==> src/hdl/rita_pkg.sv <==
// Shared types, widths and constants of the radix integer-to-ASCII converter.
// No dependencies; every other file of the block imports this package.
package rita_pkg;

    localparam int IN_VALUE_W    = 64;
    localparam int BASE_W        = 6;
    localparam int DIGIT_W       = 6;
    localparam int CHAR_W        = 8;
    localparam int DIGIT_COUNT_W = 7;
    localparam int STEP_BITS     = 8;

    localparam logic [BASE_W-1:0] BASE_MIN = 6'd2;
    localparam logic [BASE_W-1:0] BASE_MAX = 6'd36;

    localparam logic [CHAR_W-1:0]  ASCII_ZERO     = 8'd48;
    localparam logic [CHAR_W-1:0]  ASCII_LOWER_A  = 8'd97;
    localparam logic [CHAR_W-1:0]  ASCII_UPPER_A  = 8'd65;
    localparam logic [DIGIT_W-1:0] DECIMAL_DIGITS = 6'd10;

    typedef struct packed {
        logic load;
        logic start;
    } div_ctrl_t;

    typedef struct packed {
        logic               done;
        logic               quot_zero;
        logic [DIGIT_W-1:0] digit;
    } div_stat_t;

    function automatic logic [CHAR_W-1:0] digit_char(input logic [DIGIT_W-1:0] d,
                                                     input logic upper);
        logic [CHAR_W-1:0] letter_base;
        letter_base = upper ? ASCII_UPPER_A : ASCII_LOWER_A;
        if (d < DECIMAL_DIGITS)
        begin
            return ASCII_ZERO + CHAR_W'(d);
        end
        return letter_base + CHAR_W'(d) - CHAR_W'(DECIMAL_DIGITS);
    endfunction

endpackage

==> src/hdl/rita_in_if.sv <==
// Request channel of the converter: valid/ready plus value, flags and base.
// Depends on rita_pkg for the field widths.
interface rita_in_if
    import rita_pkg::*;
();
    logic                  valid;
    logic                  ready;
    logic [IN_VALUE_W-1:0] value;
    logic                  is_signed;
    logic                  upper_case;
    logic [BASE_W-1:0]     base;

    modport source (output valid, output value, output is_signed, output upper_case,
                    output base, input ready);
    modport sink   (input valid, input value, input is_signed, input upper_case,
                    input base, output ready);
endinterface

==> src/hdl/rita_out_if.sv <==
// Result channel of the converter: one ASCII character per transfer of this channel.
// Depends on rita_pkg for the field widths.
interface rita_out_if
    import rita_pkg::*;
();
    logic                     valid;
    logic                     ready;
    logic [CHAR_W-1:0]        char_code;
    logic [DIGIT_COUNT_W-1:0] digit_count;
    logic                     last;

    modport source (output valid, output char_code, output digit_count, output last,
                    input ready);
    modport sink   (input valid, input char_code, input digit_count, input last,
                    output ready);
endinterface

==> src/hdl/radix_integer_to_ascii.sv <==
// Radix integer-to-ASCII converter, top level.
// The divider produces each digit in turn, working through the value 8 bits at a time;
// then each character is read from the digit store and presented until the sink takes it.
// One request at a time: a new request is taken only when idle, after its last character.
// Reset (rst_n, async, active low) clears control state; the digit store is not cleared.
module radix_integer_to_ascii
    import rita_pkg::*;
#(
    parameter int VALUE_WIDTH = 64,
    parameter int MAX_DIGITS  = 64
)
(
    input  logic        clk,
    input  logic        rst_n,
    rita_in_if.sink     in_chan,
    rita_out_if.source  out_chan
);

    localparam int NCHUNK = (VALUE_WIDTH + STEP_BITS - 1) / STEP_BITS;
    localparam int QW     = NCHUNK * STEP_BITS;
    localparam int AW     = $clog2(MAX_DIGITS);
    localparam int CNT_W  = $clog2(MAX_DIGITS + 1);

    typedef enum logic [1:0] {
        ST_IDLE,
        ST_DIV,
        ST_READ,
        ST_SEND
    } state_t;

    state_t               state_reg;
    logic [CNT_W-1:0]     cnt_reg;
    logic [CNT_W-1:0]     total_reg;
    logic [AW-1:0]        rd_idx_reg;
    logic                 upper_reg;
    logic [BASE_W-1:0]    base_reg;

    logic                   in_take;
    logic                   out_take;
    logic [VALUE_WIDTH-1:0] raw_value;
    logic [VALUE_WIDTH-1:0] magnitude;
    logic [BASE_W-1:0]      base_clamped;
    logic [CNT_W-1:0]       cnt_inc;
    logic                   more_digits;
    div_ctrl_t              div_ctrl;
    div_stat_t              div_stat;
    logic [DIGIT_W-1:0]     rd_digit;

    assign in_take  = in_chan.valid && in_chan.ready;
    assign out_take = out_chan.valid && out_chan.ready;

    assign raw_value = in_chan.value[VALUE_WIDTH-1:0];
    // most negative value wraps to itself, i.e. 2^(VALUE_WIDTH-1) as unsigned
    assign magnitude = (in_chan.is_signed && raw_value[VALUE_WIDTH-1])
                       ? (~raw_value + VALUE_WIDTH'(1))
                       : raw_value;

    always_comb
    begin
        if (in_chan.base < BASE_MIN)
        begin
            base_clamped = BASE_MIN;
        end
        else if (in_chan.base > BASE_MAX)
        begin
            base_clamped = BASE_MAX;
        end
        else
        begin
            base_clamped = in_chan.base;
        end
    end

    assign cnt_inc     = cnt_reg + CNT_W'(1);
    assign more_digits = !div_stat.quot_zero && (cnt_inc < CNT_W'(MAX_DIGITS));

    assign div_ctrl.load  = in_take;
    assign div_ctrl.start = in_take || (state_reg == ST_DIV && div_stat.done && more_digits);

    rita_divider #(
        .QW (QW)
    ) u_div (
        .clk        (clk),
        .rst_n      (rst_n),
        .ctrl       (div_ctrl),
        .load_value (QW'(magnitude)),
        .base       (in_take ? base_clamped : base_reg),
        .stat       (div_stat)
    );

    rita_digit_mem #(
        .DEPTH (MAX_DIGITS),
        .AW    (AW)
    ) u_mem (
        .clk   (clk),
        .we    (state_reg == ST_DIV && div_stat.done),
        .waddr (cnt_reg[AW-1:0]),
        .wdata (div_stat.digit),
        .re    (state_reg == ST_READ),
        .raddr (rd_idx_reg),
        .rdata (rd_digit)
    );

    always_ff @(posedge clk or negedge rst_n)
    begin
        if (!rst_n)
        begin
            state_reg  <= ST_IDLE;
            cnt_reg    <= '0;
            total_reg  <= '0;
            rd_idx_reg <= '0;
            upper_reg  <= 1'b0;
            base_reg   <= BASE_MIN;
        end
        else
        begin
            case (state_reg)
                ST_IDLE:
                begin
                    if (in_take)
                    begin
                        upper_reg <= in_chan.upper_case;
                        base_reg  <= base_clamped;
                        cnt_reg   <= '0;
                        state_reg <= ST_DIV;
                    end
                end
                ST_DIV:
                begin
                    if (div_stat.done)
                    begin
                        cnt_reg <= cnt_inc;
                        if (!more_digits)
                        begin
                            total_reg  <= cnt_inc;
                            rd_idx_reg <= cnt_reg[AW-1:0];
                            state_reg  <= ST_READ;
                        end
                    end
                end
                ST_READ:
                begin
                    state_reg <= ST_SEND;
                end
                ST_SEND:
                begin
                    if (out_take)
                    begin
                        if (rd_idx_reg == '0)
                        begin
                            state_reg <= ST_IDLE;
                        end
                        else
                        begin
                            rd_idx_reg <= rd_idx_reg - AW'(1);
                            state_reg  <= ST_READ;
                        end
                    end
                end
                default:
                begin
                    state_reg <= ST_IDLE;
                end
            endcase
        end
    end

    assign in_chan.ready        = (state_reg == ST_IDLE);
    assign out_chan.valid       = (state_reg == ST_SEND);
    assign out_chan.char_code   = digit_char(rd_digit, upper_reg);
    assign out_chan.digit_count = DIGIT_COUNT_W'(total_reg);
    assign out_chan.last        = (rd_idx_reg == '0);

endmodule

==> src/hdl/rita_digit_mem.sv <==
// Digit store: single write port, single read port, registered read data.
// Depends on rita_pkg for the digit width.
module rita_digit_mem
    import rita_pkg::*;
#(
    parameter int DEPTH = 64,
    parameter int AW    = 6
)
(
    input  logic               clk,
    input  logic               we,
    input  logic [AW-1:0]      waddr,
    input  logic [DIGIT_W-1:0] wdata,
    input  logic               re,
    input  logic [AW-1:0]      raddr,
    output logic [DIGIT_W-1:0] rdata
);

    logic [DIGIT_W-1:0] mem [DEPTH];
    logic [DIGIT_W-1:0] rdata_reg;

    always_ff @(posedge clk)
    begin
        if (we)
        begin
            mem[waddr] <= wdata;
        end
        if (re)
        begin
            rdata_reg <= mem[raddr];
        end
    end

    assign rdata = rdata_reg;

endmodule

==> src/hdl/rita_divider.sv <==
// Iterative divider: divides the working quotient by the base, 8 bits a cycle,
// leaving the new quotient in place and the remainder as the digit. Uses rita_pkg.
module rita_divider
    import rita_pkg::*;
#(
    parameter int QW = 64
)
(
    input  logic              clk,
    input  logic              rst_n,
    input  div_ctrl_t         ctrl,
    input  logic [QW-1:0]     load_value,
    input  logic [BASE_W-1:0] base,
    output div_stat_t         stat
);

    localparam int NCHUNK = QW / STEP_BITS;
    localparam int CW     = (NCHUNK > 1) ? $clog2(NCHUNK) : 1;

    logic [QW-1:0]        quot_reg;
    logic [DIGIT_W-1:0]   rem_reg;
    logic [CW-1:0]        chunk_reg;
    logic                 run_reg;
    logic                 done_reg;
    logic [STEP_BITS-1:0] top_bits;
    logic [STEP_BITS-1:0] qbits;
    logic [DIGIT_W:0]     rem_work;

    assign top_bits = quot_reg[QW-1 -: STEP_BITS];

    // restoring division, one quotient bit per step; remainder stays below base
    always_comb
    begin
        rem_work = {1'b0, rem_reg};
        qbits    = '0;
        for (int i = STEP_BITS - 1; i >= 0; i--)
        begin
            rem_work = {rem_work[DIGIT_W-1:0], top_bits[i]};
            if (rem_work >= {1'b0, base})
            begin
                rem_work = rem_work - {1'b0, base};
                qbits[i] = 1'b1;
            end
        end
    end

    always_ff @(posedge clk or negedge rst_n)
    begin
        if (!rst_n)
        begin
            run_reg   <= 1'b0;
            done_reg  <= 1'b0;
            chunk_reg <= '0;
            quot_reg  <= '0;
            rem_reg   <= '0;
        end
        else
        begin
            done_reg <= 1'b0;
            if (ctrl.start)
            begin
                if (ctrl.load)
                begin
                    quot_reg <= load_value;
                end
                rem_reg   <= '0;
                chunk_reg <= '0;
                run_reg   <= 1'b1;
            end
            else if (run_reg)
            begin
                quot_reg  <= (quot_reg << STEP_BITS) | QW'(qbits);
                rem_reg   <= rem_work[DIGIT_W-1:0];
                chunk_reg <= chunk_reg + CW'(1);
                if (chunk_reg == CW'(NCHUNK - 1))
                begin
                    run_reg  <= 1'b0;
                    done_reg <= 1'b1;
                end
            end
        end
    end

    assign stat.done      = done_reg;
    assign stat.quot_zero = (quot_reg == '0);
    assign stat.digit     = rem_reg;

endmodule

==> src/flat_wrapper.sv <==
// flat-port wrapper written by rule: the top's interface ports become plain ports
module radix_integer_to_ascii_flat import rita_pkg::*;
#(
    parameter int VALUE_WIDTH = 64,
    parameter int MAX_DIGITS  = 64
)
  (clk, rst_n, in_chan_valid, in_chan_value, in_chan_is_signed, in_chan_upper_case, in_chan_base, in_chan_ready, out_chan_valid, out_chan_char_code, out_chan_digit_count, out_chan_last, out_chan_ready);
  rita_in_if in_chan_i ();
  rita_out_if out_chan_i ();
  input  logic clk;
  input  logic rst_n;
  input wire logic [$bits(in_chan_i.valid)-1:0] in_chan_valid;
  input wire logic [$bits(in_chan_i.value)-1:0] in_chan_value;
  input wire logic [$bits(in_chan_i.is_signed)-1:0] in_chan_is_signed;
  input wire logic [$bits(in_chan_i.upper_case)-1:0] in_chan_upper_case;
  input wire logic [$bits(in_chan_i.base)-1:0] in_chan_base;
  output wire logic [$bits(in_chan_i.ready)-1:0] in_chan_ready;
  output wire logic [$bits(out_chan_i.valid)-1:0] out_chan_valid;
  output wire logic [$bits(out_chan_i.char_code)-1:0] out_chan_char_code;
  output wire logic [$bits(out_chan_i.digit_count)-1:0] out_chan_digit_count;
  output wire logic [$bits(out_chan_i.last)-1:0] out_chan_last;
  input wire logic [$bits(out_chan_i.ready)-1:0] out_chan_ready;
  assign in_chan_i.valid = in_chan_valid;
  assign in_chan_i.value = in_chan_value;
  assign in_chan_i.is_signed = in_chan_is_signed;
  assign in_chan_i.upper_case = in_chan_upper_case;
  assign in_chan_i.base = in_chan_base;
  assign in_chan_ready = in_chan_i.ready;
  assign out_chan_valid = out_chan_i.valid;
  assign out_chan_char_code = out_chan_i.char_code;
  assign out_chan_digit_count = out_chan_i.digit_count;
  assign out_chan_last = out_chan_i.last;
  assign out_chan_i.ready = out_chan_ready;
  radix_integer_to_ascii #(.VALUE_WIDTH(VALUE_WIDTH), .MAX_DIGITS(MAX_DIGITS)) u_core (.clk(clk), .rst_n(rst_n), .in_chan(in_chan_i), .out_chan(out_chan_i));
endmodule
==> config.mk <==
export PLATFORM = sky130hd
export DESIGN_NAME = radix_integer_to_ascii_flat
export DESIGN_NICKNAME = d
export VERILOG_FILES = /design/src/hdl/rita_pkg.sv /design/src/hdl/rita_in_if.sv /design/src/hdl/rita_out_if.sv /design/src/hdl/radix_integer_to_ascii.sv /design/src/hdl/rita_digit_mem.sv /design/src/hdl/rita_divider.sv /design/src/flat_wrapper.sv
export SDC_FILE = /design/constraint.sdc
export NUM_CORES = 1
export LEC_CHECK = 0
export BUFFER_PORTS_ARGS = -buffer_cell sky130_fd_sc_hd__buf_2
export CELL_PAD_IN_SITES_DETAIL_PLACEMENT = 1
export CELL_PAD_IN_SITES_GLOBAL_PLACEMENT = 1
export CORE_UTILIZATION = 45
export DETAILED_ROUTE_END_ITERATION = 6
export MAX_ROUTING_LAYER = met4
export PLACE_DENSITY_LB_ADDON = 0.08
export SLEW_MARGIN = 40
export SYNTH_ARGS = -nofsm -noshare
export SYNTH_HDL_FRONTEND = slang
export SYNTH_SLANG_ARGS = --single-unit
==> constraint.sdc <==
create_clock -name clk -period 23.7 [get_ports clk]
set_clock_uncertainty 0.15 [all_clocks]
set_input_delay 4.74 -clock clk [delete_from_list [all_inputs] [get_ports clk]]
set_output_delay 4.74 -clock clk [all_outputs]
set_load 0.02 [all_outputs]
# == Word level (Yosys, flattened, before mapping) ==
# Memory sizes are Yosys's and may differ from the RTL's. A register that Yosys moved wholly into a read port is not among the register bits.
# Index checks and enable logic that the tools add are counted.
# totals
ff_bits,104
mem_bits_rw,384
input_bits,76
n_memories,1
# memory_table
memory,words,word_bits,read_ports,rd_clocked_by_memory_dff,wr,line,source
u_core.u_mem.mem,64,6,1,1,1,rita_digit_mem.sv:19,logic [DIGIT_W-1:0] mem [DEPTH];
# classes
add_sub_neg,15
magnitude_cmp,12
eq_ne,10
muxes,53
n_bitwise,3
n_reduce_logical,20
# op_table
op,n
$mux 64,4
$mux 6,18
$add 64x1->64 const B,1
$logic_not 64->1,1
$not 64->64,1
$or 64x8->64,1
$ge 7x6->1,8
$sub 6x6->6,8
$mux 1,17
$mux 8,2
$mux 7,2
$pmux 7 s2,1
$pmux 6 s2,1
$mux 2,5
$ne 2x2->1 const B,5
$add 8x6->8,1
$pmux 2 s4,1
$sub 8x4->8 const B,1
$add 6x6->7 const A,1
$add 7x1->7 const B,1
$lt 7x7->1 const B,1
$gt 6x6->1 const B,1
$logic_and 1x1->1,6
$logic_not 6->1,1
other kinds (18),24

# == Longest topological paths before layout ==
# logic_depth
ltp_word,23
mapped_depth,91

# == Cells and area by module ==
# From an unflattened synthesis, not the netlist that was laid out.
# hier_totals
hier_cells,1866
area_unflattened_um2,25010.2
# by_module_without_submodules
module,n_inst,cells_per_inst,area_per_inst_um2,seq_area_each_um2
rita_digit_mem,1,720,15285.9,11711.2
rita_divider,1,706,6418.7,1876.8
radix_integer_to_ascii,1,440,3305.7,726.9

# == Worst setup path after synthesis ==
# No wires, ideal clock.
# synth_path
path_type,input to register
startpoint,input in_chan_base[4]
endpoint,register u_core.u_div.rem_reg[0]
t_arrival_ns,22.534
setup_slack_ns,0.920
cell_stages,84
n_path_buf,5
path_cell_list,or3_1 > maj3_1 > o21ai_0 > inv_1 > ha_1 > a21oi_1 > o21ai_2 > a2111oi_2 > buf_6 > mux2_2 > ha_1 > o21a_1 > nor2_1 > o31ai_1 > a21oi_2 > nand2_1 > mux2_2 > ha_1 > [48 not listed] > a21oi_1 > inv_1 > or4b_4 > and2_1 > buf_2 > a21oi_1 > ha_1 > nor2b_1 > o21ai_0 > nand2b_1 > a21o_1 > a21o_1 > a211o_1 > a31oi_1 > a21bo_1 > buf_6 > and2_4 > o32ai_2
# synth_via
elab_chain_cells,22
word_cells_on_any_way,31
cone_classes,8 x add/sub; 10 x order compare; 13 x mux
# synth_lines
item,line,source
from (decl),flat_wrapper.sv:16,input wire logic [$bits(in_chan_i.base)-1:0] in_chan_base;
$gt 6x6->1,radix_integer_to_ascii.sv:64,else if (in_chan.base > BASE_MAX)
$mux 6,radix_integer_to_ascii.sv:64,
$mux 6 *,radix_integer_to_ascii.sv:60,if (in_chan.base < BASE_MIN)
$mux 6 *,radix_integer_to_ascii.sv:87,".base (in_take ? base_clamped : base_reg),"
named net u_core.u_div.base[1],rita_divider.sv:13,"input logic [BASE_W-1:0] base,"
$sub 6x6->6 / $ge 7x6->1 (equally long branches),"rita_divider.sv:41, rita_divider.sv:39",
$mux 6,rita_divider.sv:39,"if (rem_work >= {1'b0, base})"
$sub 6x6->6 / $ge 7x6->1 (equally long branches),"rita_divider.sv:41, rita_divider.sv:39",
[7 not listed],n/a,
$ge 7x6->1 / $sub 6x6->6 (equally long branches),"rita_divider.sv:39, rita_divider.sv:41",
$mux 6,rita_divider.sv:39,
$sub 6x6->6 / $ge 7x6->1 (equally long branches),"rita_divider.sv:41, rita_divider.sv:39",
$mux 6,rita_divider.sv:39,
$ge 7x6->1 *,rita_divider.sv:39,
$mux 6 *,rita_divider.sv:39,
$mux 6 *,rita_divider.sv:70,else if (run_reg)
$mux 6 *,rita_divider.sv:60,if (ctrl.start)
to (signal assigned),rita_divider.sv:73,rem_reg <= rem_work[DIGIT_W-1:0];
to (decl),rita_divider.sv:21,logic [DIGIT_W-1:0] rem_reg;
# The timed path passes the listed nets; every way through them passes the cells marked *. The select of a mux whose other input is x is not followed.
# A chain may end at the register's enable or synchronous reset.

# == Final worst setup path ==
# layout_path
startpoint,input in_chan_base[4]
endpoint,register u_core.u_div.rem_reg[0]
# layout_via
elab_chain_cells,22
word_cells_on_any_way,31
cone_classes,8 x add/sub; 10 x order compare; 13 x mux
# layout_lines
item,line
$gt 6x6->1,radix_integer_to_ascii.sv:64
$mux 6,radix_integer_to_ascii.sv:64
$mux 6 *,radix_integer_to_ascii.sv:60
$mux 6 *,radix_integer_to_ascii.sv:87
named net u_core.u_div.base[0],rita_divider.sv:13
$sub 6x6->6 / $ge 7x6->1 (equally long branches),"rita_divider.sv:41, rita_divider.sv:39"
$mux 6,rita_divider.sv:39
$sub 6x6->6 / $ge 7x6->1 (equally long branches),"rita_divider.sv:41, rita_divider.sv:39"
[7 not listed],n/a
$sub 6x6->6 / $ge 7x6->1 (equally long branches),"rita_divider.sv:41, rita_divider.sv:39"
$mux 6,rita_divider.sv:39
$ge 7x6->1 / $sub 6x6->6 (equally long branches),"rita_divider.sv:39, rita_divider.sv:41"
$mux 6,rita_divider.sv:39
$ge 7x6->1,rita_divider.sv:39
$mux 6 *,rita_divider.sv:39
$mux 6 *,rita_divider.sv:70
$mux 6 *,rita_divider.sv:60
# Marks and branches as above.

==> results.json <==
{
  "status": "finished, final reports clean",
  "vias": 15200,
  "clock-sinks": 494,
  "vias_per_cell": 5.80,
  "clkTransAtPathRegs_ns": 0.06,
  "final_antenna_net_count": 0,
  "cts.path.max_buffers": 3,
  "yosysSeqAreaShare_pct": 59.2,
  "fmax_ghz": 0.0450,
  "area_growth_pct": 12.5,
  "dpl.cell_count": 2515,
  "crit_fanout": 12,
  "core_um2": 52900,
  "synthTopCellsByArea": "edfxtp_1 48%, mux4_2 12%, dfrtp_1 11%",
  "tightestPinTransition_ns": 0.883,
  "ctsRootBufferMaster": "clkbuf_16",
  "die_h_um": 234,
  "final_nets": 2027,
  "timing.critical_path.buf_inv": 9,
  "hold_depth": 2,
  "finalMaxSlewViolations": 0,
  "reg2regPathDepth": 79,
  "io_buffers": 93,
  "cp_num_cells": 82,
  "rows": 84,
  "synth_edf_count": 390,
  "ys_ff_latch": 494,
  "slowest_stage": "or4b_4",
  "antenna_found_initial": 5,
  "ys.warnings.count": 0,
  "path_class": "in -> reg",
  "yosys_most_used_dff": "edfxtp_1",
  "synthCells": 1794,
  "htree_levels": 2,
  "tns_ns": 0,
  "synthArstFlopShare_pct": 21.1,
  "finalWirelength_mm": 63.0,
  "drt-pass1-iter-count": 5,
  "wl_per_cell_um": 24.1,
  "insertion_delay_ns": 0.61,
  "postCtsSetupBuffers": 0,
  "nFillCells": 5252,
  "hpwl_mm": 42.8,
  "syn_area_um2": 24200,
  "layout_min_cycle_time_ns": 22.23,
  "gp_congestion": 0.897,
  "synth_top_area_cell": "edfxtp_1",
  "final_layout_size_suffix_gt1_share_pct": 20.1,
  "initial_utilization_pct": 45.7,
  "rsz0062_at_grt": "false",
  "cp_data_required_time_ns": 24.04,
  "hold_class": "reg -> reg",
  "synth.distinct_cells": 80,
  "grt-ovfl-total": 0,
  "start_kind": "input pin",
  "dieArea_um2": 54700,
  "grtUsageTotal_pct": 24.3,
  "end_kind": "flip-flop",
  "final_cell_area_um2": 27200,
  "grt_first_pass_wirelength_mm": 97.1,
  "die_w_um": 234,
  "post-route-period-util_pct": 93.8,
  "cts_tree": "yes",
  "syn_avg_cell_area_um2": 13.5,
  "r2r_slack_ns": 5.14,
  "synth_most_common_cell": "edfxtp_1",
  "synthTopCellsByCount": "390 x edfxtp_1, 191 x nor2_1, 151 x o21ai_0, 132 x nand2_1, 126 x mux4_2",
  "setup_viol": 0,
  "place_area_um2": 25400,
  "cts_buffers": 51,
  "fin_cells": 2615,
  "drc": 0,
  "slew_headroom_pct": 41.0,
  "syn_nets": 1941,
  "ios": 94,
  "final_hold_viol_count": 0,
  "crit_top_cell": "ha_1",
  "grt_pass1_vias": 15800,
  "grt_max_degree": 76,
  "cap_violations": 0,
  "slowest_delay_ns": 0.52,
  "largest_reg_flops": 384,
  "synth_top_cell_area_share_pct": 48.4,
  "cp.arrival_ns": 22.58,
  "drtIter0Drc": 907,
  "path_delay_family": "compound AO/OA/AOI/OAI gates"
}
final timing paths:
check / from / endpoint
worst max-delay path: in_chan_base[4] / u_core.u_div.rem_reg[0]$_DFFE_PN0P_
worst min-delay path: u_core.out_chan.digit_count[2]$_DFFE_PN0P_ / u_core.out_chan.digit_count[2]$_DFFE_PN0P_
worst max register to register: u_core.state_reg[0]$_DFFE_PN0P_ / u_core.u_div.rem_reg[0]$_DFFE_PN0P_
worst min register to register: u_core.out_chan.digit_count[2]$_DFFE_PN0P_ / u_core.out_chan.digit_count[2]$_DFFE_PN0P_
max in group asynchronous: rst_n / u_core.u_div.rem_reg[2]$_DFFE_PN0P_
min in group asynchronous: rst_n / u_core.rd_idx_reg[1]$_DFFE_PN0P_
metal layers:
layer / GRT usage [%] / routed length, µm
met4: 5.84 / 1200
met5: - / 0
met2: 40.8 / 32400
met3: 2.88 / 2170
met1: 31.5 / 27300
cell usage in the layout, fill, tap and decap left out, types with 7 or more instances in the layout:
cell type	n
buf_2	92
inv_1	55
a21oi_1	93
xnor2_1	47
clkinv_2	10
xor2_1	39
o21a_1	8
nand3_1	19
and3_1	11
a31oi_1	8
dfrtp_1	95
o21ai_0	148
bufinv_16	7
mux2i_1	18
nor3_1	20
buf_4	23
mux4_2	126
mux2_2	21
nor2b_1	16
nand4_1	8
edfxtp_1	390
nor4_1	23
or3_1	17
nand2b_1	13
fa_1	9
ha_1	62
clkbuf_16	52
clkinv_1	13
o31ai_1	7
a21o_1	14
nand2_1	130
nor2_1	191
worst reg2reg max path, delay by kind of cell (launching register included):
kind                       cells  cell delay (ns)
buffers and inverters          8             0.88
AOI/OAI and AO/OA             37             8.43
adders and majority gates      8             2.33
muxes                          4             1.25
and+or+nand+nor               22             4.89
DFF                            1             0.50
per-stage QoR:
step	hold WS (ns)	util, %	worst slack, ns
finish	0.333	51.5	1.47
global route	0.354	51.5	0.0648
CTS	0.339	51.4	0.777
detailed placement	0.327	48.1	0.221
global placement	0.310	48.0	1.08
floorplan	0.289	-	0.920
final cells by class:
class,count,area [µm²],area share (%)
repair buffers,119,687,2.53
well taps,688,861,3.16
diodes,5,12.5,0.0460
clock buffers,59,1350,4.95
clock inverters,36,393,1.44
inverters,57,216,0.796
flip-flops and latches,494,14300,52.7
multi-input cells,1157,9360,34.4
repair_timing:
item                       in CTS  in global routing
hold endpoints to repair        0                  0
setup endpoints to repair       0                  7
hold buffers                    0                  0
resized for setup               0                 12
kinds of logic after synthesis:
group	synth area share, %
buffers and inverters	2.33
adder cells (fa/ha/maj)	3.99
XOR/XNOR	3.12
flip-flops	59.2
multiplexers	13.6
AO/OA/AOI/OAI	8.51
AND/OR/NAND/NOR	9.24
Power is left out: the tool's default activity adds up to more than one toggle a clock period on the data nets, which glitch-free logic cannot reach.
